### config.mk
export PLATFORM = sky130hd
export DESIGN_NAME = block_rms_envelope_follower_flat
export DESIGN_NICKNAME = d
export VERILOG_FILES = /design/src/sv/rmsef_pkg.sv /design/src/sv/rmsef_ifs.sv /design/src/sv/block_rms_envelope_follower.sv /design/src/flat_wrapper.sv
export VERILOG_INCLUDE_DIRS = /design/src /design/src/sv
export SDC_FILE = /design/constraint.sdc
export NUM_CORES = 2
export LEC_CHECK = 0
export ABC_AREA = 0
export BUFFER_PORTS_ARGS = -buffer_cell sky130_fd_sc_hd__buf_4
export CORE_MARGIN = 2
export CORE_UTILIZATION = 55
export CTS_BUF_LIST = sky130_fd_sc_hd__clkbuf_2
export CTS_CLUSTER_DIAMETER = 120
export DETAILED_ROUTE_END_ITERATION = 12
export PLACE_DENSITY_LB_ADDON = 0.25
export SLEW_MARGIN = 20
export SYNTH_ARGS = -nofsm -noshare
export SYNTH_HDL_FRONTEND = slang
export SYNTH_SLANG_ARGS = --single-unit
### constraint.sdc
create_clock -name clk_i -period 8.31 [get_ports clk_i]
set_input_delay 0 -clock clk_i [delete_from_list [all_inputs] [get_ports clk_i]]
set_output_delay 0 -clock clk_i [all_outputs]
set_load 0.01 [all_outputs]
### src/sv/block_rms_envelope_follower_macros.svh
// Assertion macros shared by the RMS envelope follower RTL.
`ifndef BLOCK_RMS_ENVELOPE_FOLLOWER_MACROS_SVH
`define BLOCK_RMS_ENVELOPE_FOLLOWER_MACROS_SVH

`ifndef SYNTHESIS

// Same-cycle implication, checked on every rising clock edge out of reset.
`define RMSEF_ASSERT_IMPL(label, clk, rst_n, ante, cons, msg) \
  label: assert property (@(posedge clk) disable iff (!rst_n) (ante) |-> (cons)) \
    else $error(msg);

// Next-cycle implication, checked on every rising clock edge out of reset.
`define RMSEF_ASSERT_NEXT(label, clk, rst_n, ante, cons, msg) \
  label: assert property (@(posedge clk) disable iff (!rst_n) (ante) |=> (cons)) \
    else $error(msg);

`else

`define RMSEF_ASSERT_IMPL(label, clk, rst_n, ante, cons, msg)
`define RMSEF_ASSERT_NEXT(label, clk, rst_n, ante, cons, msg)

`endif

`endif

### src/sv/rmsef_pkg.sv
// Constants, types and register codes of the RMS envelope follower.
package rmsef_pkg;

  localparam int SampleBits = 16;
  localparam int MaxBlock   = 4096;
  localparam int SumBits    = 42;
  localparam int LenBits    = 13;
  localparam int CoefBits   = 16;
  localparam int LevelBits  = 16;
  localparam int SensFrac   = 12;
  localparam int CfgIdxBits = 2;
  localparam int CfgDataBits = 16;

  // The mean of squares is Q0.(2*(SampleBits-1)); it is moved to Q0.32.
  localparam int MeanShift  = 32 - 2 * (SampleBits - 1);
  localparam int RootBits   = (SumBits + MeanShift) / 2;
  localparam int RemBits    = RootBits + 1;
  localparam int TrialBits  = RootBits + 3;
  localparam int MagBits    = SampleBits + 1;
  localparam int SquareBits = 2 * SampleBits - 1;
  localparam int MulABits   = RootBits;
  localparam int MulBBits   = CoefBits + 1;
  localparam int ProdBits   = MulABits + MulBBits;
  localparam int AccBits    = 2 * LevelBits + 1;
  localparam int StepBits   = $clog2(SumBits);

  typedef logic [CfgIdxBits-1:0] cfg_idx_t;
  typedef logic [CfgDataBits-1:0] cfg_data_t;
  typedef logic signed [SampleBits-1:0] sample_t;
  typedef logic [LevelBits-1:0] level_t;

  localparam cfg_idx_t RegBlockLength  = 2'd0;
  localparam cfg_idx_t RegAttackCoeff  = 2'd1;
  localparam cfg_idx_t RegReleaseCoeff = 2'd2;
  localparam cfg_idx_t RegSensitivity  = 2'd3;

endpackage

### src/sv/rmsef_ifs.sv
// Valid/ready stream interfaces for samples and for envelope results.
interface rmsef_sample_if;
  import rmsef_pkg::*;

  logic    valid;
  logic    ready;
  sample_t sample;

  modport source (output valid, output sample, input ready);
  modport sink (input valid, input sample, output ready);
endinterface

interface rmsef_result_if;
  import rmsef_pkg::*;

  logic   valid;
  logic   ready;
  level_t envelope;
  level_t level;

  modport source (output valid, output envelope, output level, input ready);
  modport sink (input valid, input envelope, input level, output ready);
endinterface

### src/sv/block_rms_envelope_follower.sv
// Block RMS envelope follower with attack and release poles, sequenced datapath.
//
//   channel    direction  transfer moves
//   sample_i   in         one signed Q1.15 audio sample
//   result_o   out        envelope and level, both Q0.16, once per completed block
//   cfg_*      in         register write: index, data, write enable
//
// A sample that does not complete a block passes through capture, square and accumulate.
// The sample that completes a block goes on through divide, root, scale, level, filter and done: one shared
// subtractor runs a restoring divide (one quotient bit per cycle) and then a
// digit-by-digit square root (one root bit per cycle); one shared multiplier does the
// square, the sensitivity scaling and the two filter products.
// Reset is asynchronous and active low; it loads the register defaults and clears state.
// If the previous result has not been transferred, the block holds in its final step.
`include "block_rms_envelope_follower_macros.svh"

module block_rms_envelope_follower (
  input  logic                 clk_i,
  input  logic                 rst_ni,
  input  logic                 cfg_we_i,
  input  rmsef_pkg::cfg_idx_t  cfg_idx_i,
  input  rmsef_pkg::cfg_data_t cfg_data_i,
  rmsef_sample_if.sink         sample_i,
  rmsef_result_if.source       result_o
);
  import rmsef_pkg::*;

  // One-hot sequencer states.
  typedef enum logic [9:0] {
    ST_IDLE   = 10'b00_0000_0001,
    ST_SQUARE = 10'b00_0000_0010,
    ST_ACCUM  = 10'b00_0000_0100,
    ST_DIV    = 10'b00_0000_1000,
    ST_SQRT   = 10'b00_0001_0000,
    ST_SCALE  = 10'b00_0010_0000,
    ST_LEVEL  = 10'b00_0100_0000,
    ST_ENV_A  = 10'b00_1000_0000,
    ST_ENV_B  = 10'b01_0000_0000,
    ST_DONE   = 10'b10_0000_0000
  } state_e;

  // Configuration registers.
  logic [LenBits-1:0]   block_length_q;
  logic [CoefBits-1:0]  attack_coeff_q;
  logic [CoefBits-1:0]  release_coeff_q;
  logic [CoefBits-1:0]  sensitivity_q;

  // Control state.
  state_e               state_q, state_d;
  logic [StepBits-1:0]  step_q, step_d;
  logic [LenBits-1:0]   count_q, count_d;
  logic [SumBits-1:0]   sum_q, sum_d;
  level_t               env_q, env_d;
  logic                 out_valid_q, out_valid_d;

  // Datapath registers.
  sample_t                          sample_q, sample_d;
  logic [ProdBits-1:0]              prod_q, prod_d;
  logic [SumBits+MeanShift-1:0]     work_q, work_d;
  logic [RemBits-1:0]               rem_q, rem_d;
  logic [RootBits-1:0]              root_q, root_d;
  logic [AccBits-1:0]               acc_q, acc_d;
  level_t                           level_q, level_d;
  logic [CoefBits-1:0]              coeff_q, coeff_d;
  level_t                           lvl_out_q, lvl_out_d;

  // Shared units.
  logic [MulABits-1:0]  mul_a;
  logic [MulBBits-1:0]  mul_b;
  logic [ProdBits-1:0]  mul_p;
  logic [TrialBits-1:0] sub_a, sub_b;
  logic [TrialBits:0]   sub_diff;
  logic                 sub_ge;

  logic [MagBits-1:0]   sample_ext, mag;
  logic [LenBits-1:0]   len_eff, count_inc, div_trial;
  logic [SumBits:0]     sum_ext;
  logic [SumBits-1:0]   sum_sat;
  level_t               level_clamped;
  logic [AccBits:0]     env_total;
  logic                 in_xfer, out_xfer;

  assign in_xfer  = sample_i.valid & sample_i.ready;
  assign out_xfer = result_o.valid & result_o.ready;

  assign sample_i.ready   = (state_q == ST_IDLE);
  assign result_o.valid   = out_valid_q;
  assign result_o.envelope = env_q;
  assign result_o.level    = lvl_out_q;

  // A zero length acts as one; lengths above the maximum saturate.
  always_comb begin
    if (block_length_q == '0) begin
      len_eff = LenBits'(1);
    end else if (block_length_q > LenBits'(MaxBlock)) begin
      len_eff = LenBits'(MaxBlock);
    end else begin
      len_eff = block_length_q;
    end
  end

  // Magnitude of the sample; the most negative code maps to 2^(SampleBits-1).
  assign sample_ext = {sample_q[SampleBits-1], sample_q};
  assign mag = sample_ext[MagBits-1] ? (~sample_ext + MagBits'(1)) : sample_ext;

  // Restoring-divide trial value: previous remainder with the next dividend bit.
  assign div_trial = {rem_q[LenBits-2:0], work_q[SumBits-1]};

  // Shared multiplier operand selection.
  always_comb begin
    case (state_q)
      ST_SQUARE: begin
        mul_a = MulABits'(mag);
        mul_b = MulBBits'(mag);
      end
      ST_SCALE: begin
        mul_a = root_q;
        mul_b = MulBBits'(sensitivity_q);
      end
      ST_ENV_A: begin
        mul_a = MulABits'(env_q);
        mul_b = MulBBits'(coeff_q);
      end
      ST_ENV_B: begin
        mul_a = MulABits'(level_q);
        mul_b = MulBBits'(1 << CoefBits) - MulBBits'(coeff_q);
      end
      default: begin
        mul_a = '0;
        mul_b = '0;
      end
    endcase
  end

  assign mul_p = ProdBits'(mul_a) * ProdBits'(mul_b);

  // Shared compare-and-subtract: divide step or square-root step.
  always_comb begin
    case (state_q)
      ST_DIV: begin
        sub_a = TrialBits'(div_trial);
        sub_b = TrialBits'(len_eff);
      end
      ST_SQRT: begin
        sub_a = {rem_q, work_q[SumBits-1 -: 2]};
        sub_b = TrialBits'({root_q, 2'b01});
      end
      default: begin
        sub_a = '0;
        sub_b = '0;
      end
    endcase
  end

  assign sub_diff = {1'b0, sub_a} - {1'b0, sub_b};
  assign sub_ge   = ~sub_diff[TrialBits];

  // Accumulate the square with saturation at the top of the sum range.
  assign sum_ext   = {1'b0, sum_q} + (SumBits+1)'(prod_q[SquareBits-1:0]);
  assign sum_sat   = sum_ext[SumBits] ? '1 : sum_ext[SumBits-1:0];
  assign count_inc = count_q + LenBits'(1);

  // Level is the scaled root in Q0.16, saturated just under one.
  assign level_clamped = (prod_q[ProdBits-1:SensFrac+LevelBits] != '0) ? '1 :
                         prod_q[SensFrac+LevelBits-1:SensFrac];

  // Filter output: rounding term already sits in the accumulator.
  assign env_total = (AccBits+1)'(acc_q) + (AccBits+1)'(prod_q[AccBits-1:0]);

  // Sequencer and datapath next state.
  always_comb begin
    state_d     = state_q;
    step_d      = step_q;
    count_d     = count_q;
    sum_d       = sum_q;
    env_d       = env_q;
    out_valid_d = out_valid_q & ~out_xfer;
    sample_d    = sample_q;
    prod_d      = prod_q;
    work_d      = work_q;
    rem_d       = rem_q;
    root_d      = root_q;
    acc_d       = acc_q;
    level_d     = level_q;
    coeff_d     = coeff_q;
    lvl_out_d   = lvl_out_q;

    case (state_q)
      ST_IDLE: begin
        if (in_xfer) begin
          sample_d = sample_i.sample;
          state_d  = ST_SQUARE;
        end
      end
      ST_SQUARE: begin
        prod_d  = mul_p;
        state_d = ST_ACCUM;
      end
      ST_ACCUM: begin
        sum_d   = sum_sat;
        count_d = count_inc;
        if (count_inc >= len_eff) begin
          work_d  = (SumBits+MeanShift)'(sum_sat);
          rem_d   = '0;
          step_d  = StepBits'(SumBits - 1);
          state_d = ST_DIV;
        end else begin
          state_d = ST_IDLE;
        end
      end
      ST_DIV: begin
        // Quotient bits enter at the bottom as dividend bits leave at the top.
        work_d = {work_q[SumBits+MeanShift-2:0], sub_ge};
        rem_d  = RemBits'(sub_ge ? sub_diff[LenBits-1:0] : div_trial);
        if (step_q == '0) begin
          rem_d   = '0;
          root_d  = '0;
          step_d  = StepBits'(RootBits - 1);
          state_d = ST_SQRT;
        end else begin
          step_d = step_q - StepBits'(1);
        end
      end
      ST_SQRT: begin
        // Two bits of the scaled mean per step, one root bit out.
        work_d = work_q << 2;
        rem_d  = sub_ge ? sub_diff[RemBits-1:0] : sub_a[RemBits-1:0];
        root_d = {root_q[RootBits-2:0], sub_ge};
        if (step_q == '0) begin
          state_d = ST_SCALE;
        end else begin
          step_d = step_q - StepBits'(1);
        end
      end
      ST_SCALE: begin
        prod_d  = mul_p;
        state_d = ST_LEVEL;
      end
      ST_LEVEL: begin
        level_d = level_clamped;
        coeff_d = (level_clamped > env_q) ? attack_coeff_q : release_coeff_q;
        state_d = ST_ENV_A;
      end
      ST_ENV_A: begin
        prod_d  = mul_p;
        state_d = ST_ENV_B;
      end
      ST_ENV_B: begin
        acc_d   = AccBits'(prod_q[2*LevelBits-1:0]) + AccBits'(1 << (LevelBits - 1));
        prod_d  = mul_p;
        state_d = ST_DONE;
      end
      ST_DONE: begin
        if (!out_valid_q || result_o.ready) begin
          env_d       = (env_total[AccBits:2*LevelBits] != '0) ? '1 :
                        env_total[2*LevelBits-1:LevelBits];
          lvl_out_d   = level_q;
          out_valid_d = 1'b1;
          sum_d       = '0;
          count_d     = '0;
          state_d     = ST_IDLE;
        end
      end
      default: begin
        state_d = ST_IDLE;
      end
    endcase
  end

  // Configuration registers.
  always_ff @(posedge clk_i or negedge rst_ni) begin
    if (!rst_ni) begin
      block_length_q  <= LenBits'(256);
      attack_coeff_q  <= '0;
      release_coeff_q <= '0;
      sensitivity_q   <= CoefBits'(4096);
    end else if (cfg_we_i) begin
      case (cfg_idx_i)
        RegBlockLength:  block_length_q  <= cfg_data_i[LenBits-1:0];
        RegAttackCoeff:  attack_coeff_q  <= cfg_data_i[CoefBits-1:0];
        RegReleaseCoeff: release_coeff_q <= cfg_data_i[CoefBits-1:0];
        RegSensitivity:  sensitivity_q   <= cfg_data_i[CoefBits-1:0];
        default: begin
        end
      endcase
    end
  end

  // Control state.
  always_ff @(posedge clk_i or negedge rst_ni) begin
    if (!rst_ni) begin
      state_q     <= ST_IDLE;
      step_q      <= '0;
      count_q     <= '0;
      sum_q       <= '0;
      env_q       <= '0;
      out_valid_q <= 1'b0;
    end else begin
      state_q     <= state_d;
      step_q      <= step_d;
      count_q     <= count_d;
      sum_q       <= sum_d;
      env_q       <= env_d;
      out_valid_q <= out_valid_d;
    end
  end

  // Datapath registers carry no reset.
  always_ff @(posedge clk_i) begin
    sample_q  <= sample_d;
    prod_q    <= prod_d;
    work_q    <= work_d;
    rem_q     <= rem_d;
    root_q    <= root_d;
    acc_q     <= acc_d;
    level_q   <= level_d;
    coeff_q   <= coeff_d;
    lvl_out_q <= lvl_out_d;
  end

  `RMSEF_ASSERT_NEXT(a_accept_starts_square, clk_i, rst_ni, in_xfer, state_q == ST_SQUARE, "accepted sample did not start squaring")
  `RMSEF_ASSERT_IMPL(a_count_in_range, clk_i, rst_ni, 1'b1, count_q <= LenBits'(MaxBlock), "sample count beyond maximum block")
  `RMSEF_ASSERT_IMPL(a_div_rem_below_len, clk_i, rst_ni, state_q == ST_DIV, rem_q < RemBits'(len_eff), "divide remainder not below length")
  `RMSEF_ASSERT_IMPL(a_result_from_done, clk_i, rst_ni, $rose(out_valid_q), $past(state_q == ST_DONE), "result raised outside final step")

endmodule
### src/flat_wrapper.sv
// flat-port wrapper written by rule: the top's interface ports become plain ports
module block_rms_envelope_follower_flat import rmsef_pkg::*;
  (clk_i, rst_ni, cfg_we_i, cfg_idx_i, cfg_data_i, sample_i_valid, sample_i_sample, sample_i_ready, result_o_valid, result_o_envelope, result_o_level, result_o_ready);
  rmsef_sample_if sample_i_i ();
  rmsef_result_if result_o_i ();
  input  logic clk_i;
  input  logic rst_ni;
  input  logic cfg_we_i;
  input  rmsef_pkg::cfg_idx_t cfg_idx_i;
  input  rmsef_pkg::cfg_data_t cfg_data_i;
  input wire logic [$bits(sample_i_i.valid)-1:0] sample_i_valid;
  input wire logic [$bits(sample_i_i.sample)-1:0] sample_i_sample;
  output wire logic [$bits(sample_i_i.ready)-1:0] sample_i_ready;
  output wire logic [$bits(result_o_i.valid)-1:0] result_o_valid;
  output wire logic [$bits(result_o_i.envelope)-1:0] result_o_envelope;
  output wire logic [$bits(result_o_i.level)-1:0] result_o_level;
  input wire logic [$bits(result_o_i.ready)-1:0] result_o_ready;
  assign sample_i_i.valid = sample_i_valid;
  assign sample_i_i.sample = sample_i_sample;
  assign sample_i_ready = sample_i_i.ready;
  assign result_o_valid = result_o_i.valid;
  assign result_o_envelope = result_o_i.envelope;
  assign result_o_level = result_o_i.level;
  assign result_o_i.ready = result_o_ready;
  block_rms_envelope_follower u_core (.clk_i(clk_i), .rst_ni(rst_ni), .cfg_we_i(cfg_we_i), .cfg_idx_i(cfg_idx_i), .cfg_data_i(cfg_data_i), .sample_i(sample_i_i), .result_o(result_o_i));
endmodule
==> impl_results.md <==
* Post-route setup slack at 225 ps
* Nets@finish at 4311
* Leakage power at 0.0175 uW
* Post-Route Utilization at 62.9%
* Post-route cell area at 0.0378 mm^2
* Cells after Synth at 3464
* Synthesized area per cell at 9.63 um^2
* Placed cell areas at 0.0354 mm^2
* Die width at 250 um
* Vias in the first global route at 27300
* Outcome: complete, no violations
* Share of layout cells above drive strength 1 at 15.8%
* Clock Skew at 130 ps
* HPWL after detailed placement at 72.9 mm
* Power Density at 177 mW/mm^2
* PortBufs at 72
* Crit path capture type: flip-flop
* Final worst path period share at 97.3%
* Inst Count DP at 4308
* Initial core utilization at 55.5%
* Critical-path maximum fanout at 4
* Clock Power Share at 20.3%
* Net Sw Power at 2730 uW
* Post-synthesis register bit count at 372
* Sinks on Clock Net at 372
* Fin cells at 4603
* Die ar. at 0.0627 mm^2
* Final Max Slew Viols at 0
* Final RePlAce weighted congestion at 0.993
* Data required, critical path at 9160 ps
* Total number of vias at 27200
* Worst-Skew Late Latency at 1170 ps
* Logic pwr share at 40.9%
* Min cycle time layout at 8090 ps
* Root Buffer: clkbuf_2
* Area Overhead vs Synth at 13.4%
* Clock Tree Buf Depth at 3
* TritonCTS clock tree: done
* RSZ-0062 raised after global routing: yes
* Fraction of registers with async set/reset at 40.1%
* Htree depth at 3
* Slew HR at 25.6%
* Pre-Repair DR Iteration Count at 6
* Gr ovfl total at 0
* Die Y at 250 um
* Initial antenna violation count at 1
* Largest net degree at the start of global routing at 81
* Pre-CTS WS at -108 ps
* Wire per inst at 21.1 um
* Num rows at 90
* Post-synth top area cell: edfxtp_1
* Synth top area cells: edfxtp_1 (20%), fa_1 (18%), dfrtp_1 (11%), ha_1 (8.8%), nand2_1 (4.9%)
* Slowest CP cell: fa_1
* Clock transition at path regs at 130 ps
* Syn Std Cell Area at 0.0334 mm^2
* Most frequent CP cell: fa_1
* Nature of the critical path startpoint: flip-flop
* Crit Path Class: reg -> reg
* DRC violation count after routing at 0
* Worst slew pin tran at 1110 ps
* Int Power at 3940 uW
* Worst Path Arrival at 8940 ps
* Max incr delay on CP at 560 ps
* Gr usage total at 31.5%
* CORE AREA at 0.0601 mm^2
* Final hold vios at 0
* Seq/Total Area, Yosys at 31.2%
* Library cells used by synthesis at 98
* Ys Warns at 0
* Highest Clock Rate at 0.124 GHz
* Max-cap violations at 0
* Switch share at 41.0%
* Final setup viols at 0
* CTS Buf Count at 97
* Routed Antenna Nets at 0
* Worst vdd ir at 118 uV
* Top-area cell type share of the netlist area at 20.1%
* Top FF cell, synth: edfxtp_1
* Sequential share of power at 38.8%
* EDFF count, synth at 223
* Final WL at 97.2 mm
* Drt via density at 5.91
* First-pass GRT wire length at 153 mm
* Io pins at 73
* Worst hold path class: in -> reg
* Initial drt markers at 2545
-- metal layers --
metal	up-vias	global-route usage [%]	part of all wire, %
met3	272	5.75	8.3
met1	13400	41.6	40
met4	0	14.4	4.9
met2	1153	50.9	47
met5	-	0	0
li1	12400	-	-
-- registers in the layout, indices dropped and copies added (netlist names) --
| name | count |
|---|---|
| u_core.coeff_q | 16 |
| u_core.acc_q | 33 |
| u_core.root_q | 22 |
| u_core.rem_q | 23 |
| u_core.count_q | 13 |
| u_core.attack_coeff_q | 16 |
| u_core.block_length_q | 13 |
| u_core.work_q | 42 |
| u_core.prod_q | 39 |
| u_core.level_q | 16 |
| u_core.sensitivity_q | 16 |
| u_core.result_o.envelope | 16 |
| u_core.release_coeff_q | 16 |
| u_core.result_o.level | 16 |
| u_core.step_q | 6 |
| u_core.sum_q | 42 |
| u_core.state_q | 10 |
| u_core.sample_q | 16 |
| u_core.result_o.valid | 1 |
-- worst max-delay path: cells and delay by family, from the launching register on --
kind / cells / cell delay (ps)
AND/OR/NAND/NOR: 6 / 1770
XOR/XNOR: 1 / 100
buffers and inverters: 7 / 690
flip-flops: 1 / 410
adder cells (fa/ha/maj): 7 / 3430
AO/OA/AOI/OAI: 9 / 1470
-- path summary, 6_finish.rpt --
check | start | endpoint | slack [ps] | cells after the start
setup / recovery | u_core.coeff_q[2] | u_core.prod_q[37] | 220 | 30
hold / removal | sample_i_sample[11] | u_core.sample_q[11] | 120 | 3
setup reg to reg | u_core.coeff_q[2] | u_core.prod_q[37] | 220 | 30
hold reg to reg | u_core.prod_q[2] | u_core.acc_q[2] | 470 | 0
max in group asynchronous | rst_ni | u_core.release_coeff_q[8] | 6860 | 5
min in group asynchronous | rst_ni | u_core.sum_q[13] | 500 | 5
-- area by class of cell --
| type | count | area (um^2) |
|---|---|---|
| fill | 5094 | 22300 |
| multi-input combinational | 2526 | 21100 |
| sequential | 372 | 10400 |
| timing repair buffer | 318 | 2770 |
| inverter | 422 | 1590 |
| tap | 782 | 978 |
| clock buffer | 153 | 766 |
| clock inverter | 27 | 150 |
| antenna | 3 | 7.51 |
-- synth_stat cells, types with 8 or more instances --
cell / count
inv_1: 420
a211oi_1: 27
clkbuf_1: 90
o21bai_1: 11
nor2b_1: 13
nand3_1: 94
a211o_1: 8
and3_1: 19
o21ai_1: 13
o31ai_1: 14
or2_2: 24
ha_1: 234
o211ai_1: 9
xnor2_1: 70
o21ai_0: 153
a21oi_1: 155
nor3_1: 26
nand2b_1: 23
nor2_1: 227
nand2_1: 432
nor4_1: 15
or3_1: 16
and2_1: 108
and4_1: 8
o21a_1: 27
xor2_1: 56
edfxtp_1: 223
a22o_1: 13
a31oi_1: 22
a21o_1: 76
mux2_2: 76
mux2i_1: 11
fa_1: 301
nand4_1: 28
nor3b_1: 10
nand3b_1: 8
nor2_2: 8
buf_2: 49
dfrtp_1: 146
a22oi_1: 63
-- metrics by stage --
step | setup TNS [ps] | total power (uW) | hold slack (ps)
2_1_floorplan | 0 | 4380 | -296
3_3_place_gp | -98.3 | 5150 | 103
3_5_place_dp | -255 | 5190 | 103
4_1_cts | -7.55 | 6590 | 17.3
5_1_grt | -64.9 | 7120 | 61.3
6_report | 0 | 6680 | 116
-- power groups by stage --
| stage | Clock [uW] | Sequential [uW] | Combinational [uW] |
|---|---|---|---|
| 4_1_cts | 1380 | 2580 | 2630 |
| 5_1_grt | 1470 | 2620 | 3020 |
| 3_3_place_gp | 0 | 2610 | 2540 |
| 2_1_floorplan | 0 | 2520 | 1870 |
| 6_report | 1360 | 2590 | 2730 |
| 3_5_place_dp | 0 | 2610 | 2580 |
-- cells by family (layout without fill, tap and decap cells) --
logic type                 Yosys count  after routing  share of synthesized area (%)
and+or+nand+nor                   1085           1085                           15.3
AOI/OAI and AO/OA                  686            686                           13.7
buffers and inverters              570            920                           6.64
adders and majority gates          535            535                           26.8
DFF                                372            372                           31.2
xor gates and xnor gates           127            127                           3.36
muxes                               87             87                           2.89
other                                2              9                         0.0225
-- placed cells by master (no fill, tap or decap), types with 91 or more instances in the layout --
cell      instances
edfxtp_1        223
and2_1          108
nor2_1          223
o21ai_0         149
dfrtp_1         145
nand2_1         426
fa_1            301
buf_4           214
a21oi_1         150
ha_1            232
inv_1           420
clkbuf_2        153
nand3_1          91
-- repair_timing --
action	4_1_cts	5_1_grt
endpoints found under the setup margin	6	15
endpoints found under the hold margin	286	0
cloned	0	2
gates resized for setup	3	77
hold buffers	85	0
buffers inserted	0	25
pin swaps	0	21
Power figures use the tool's default switching activity.
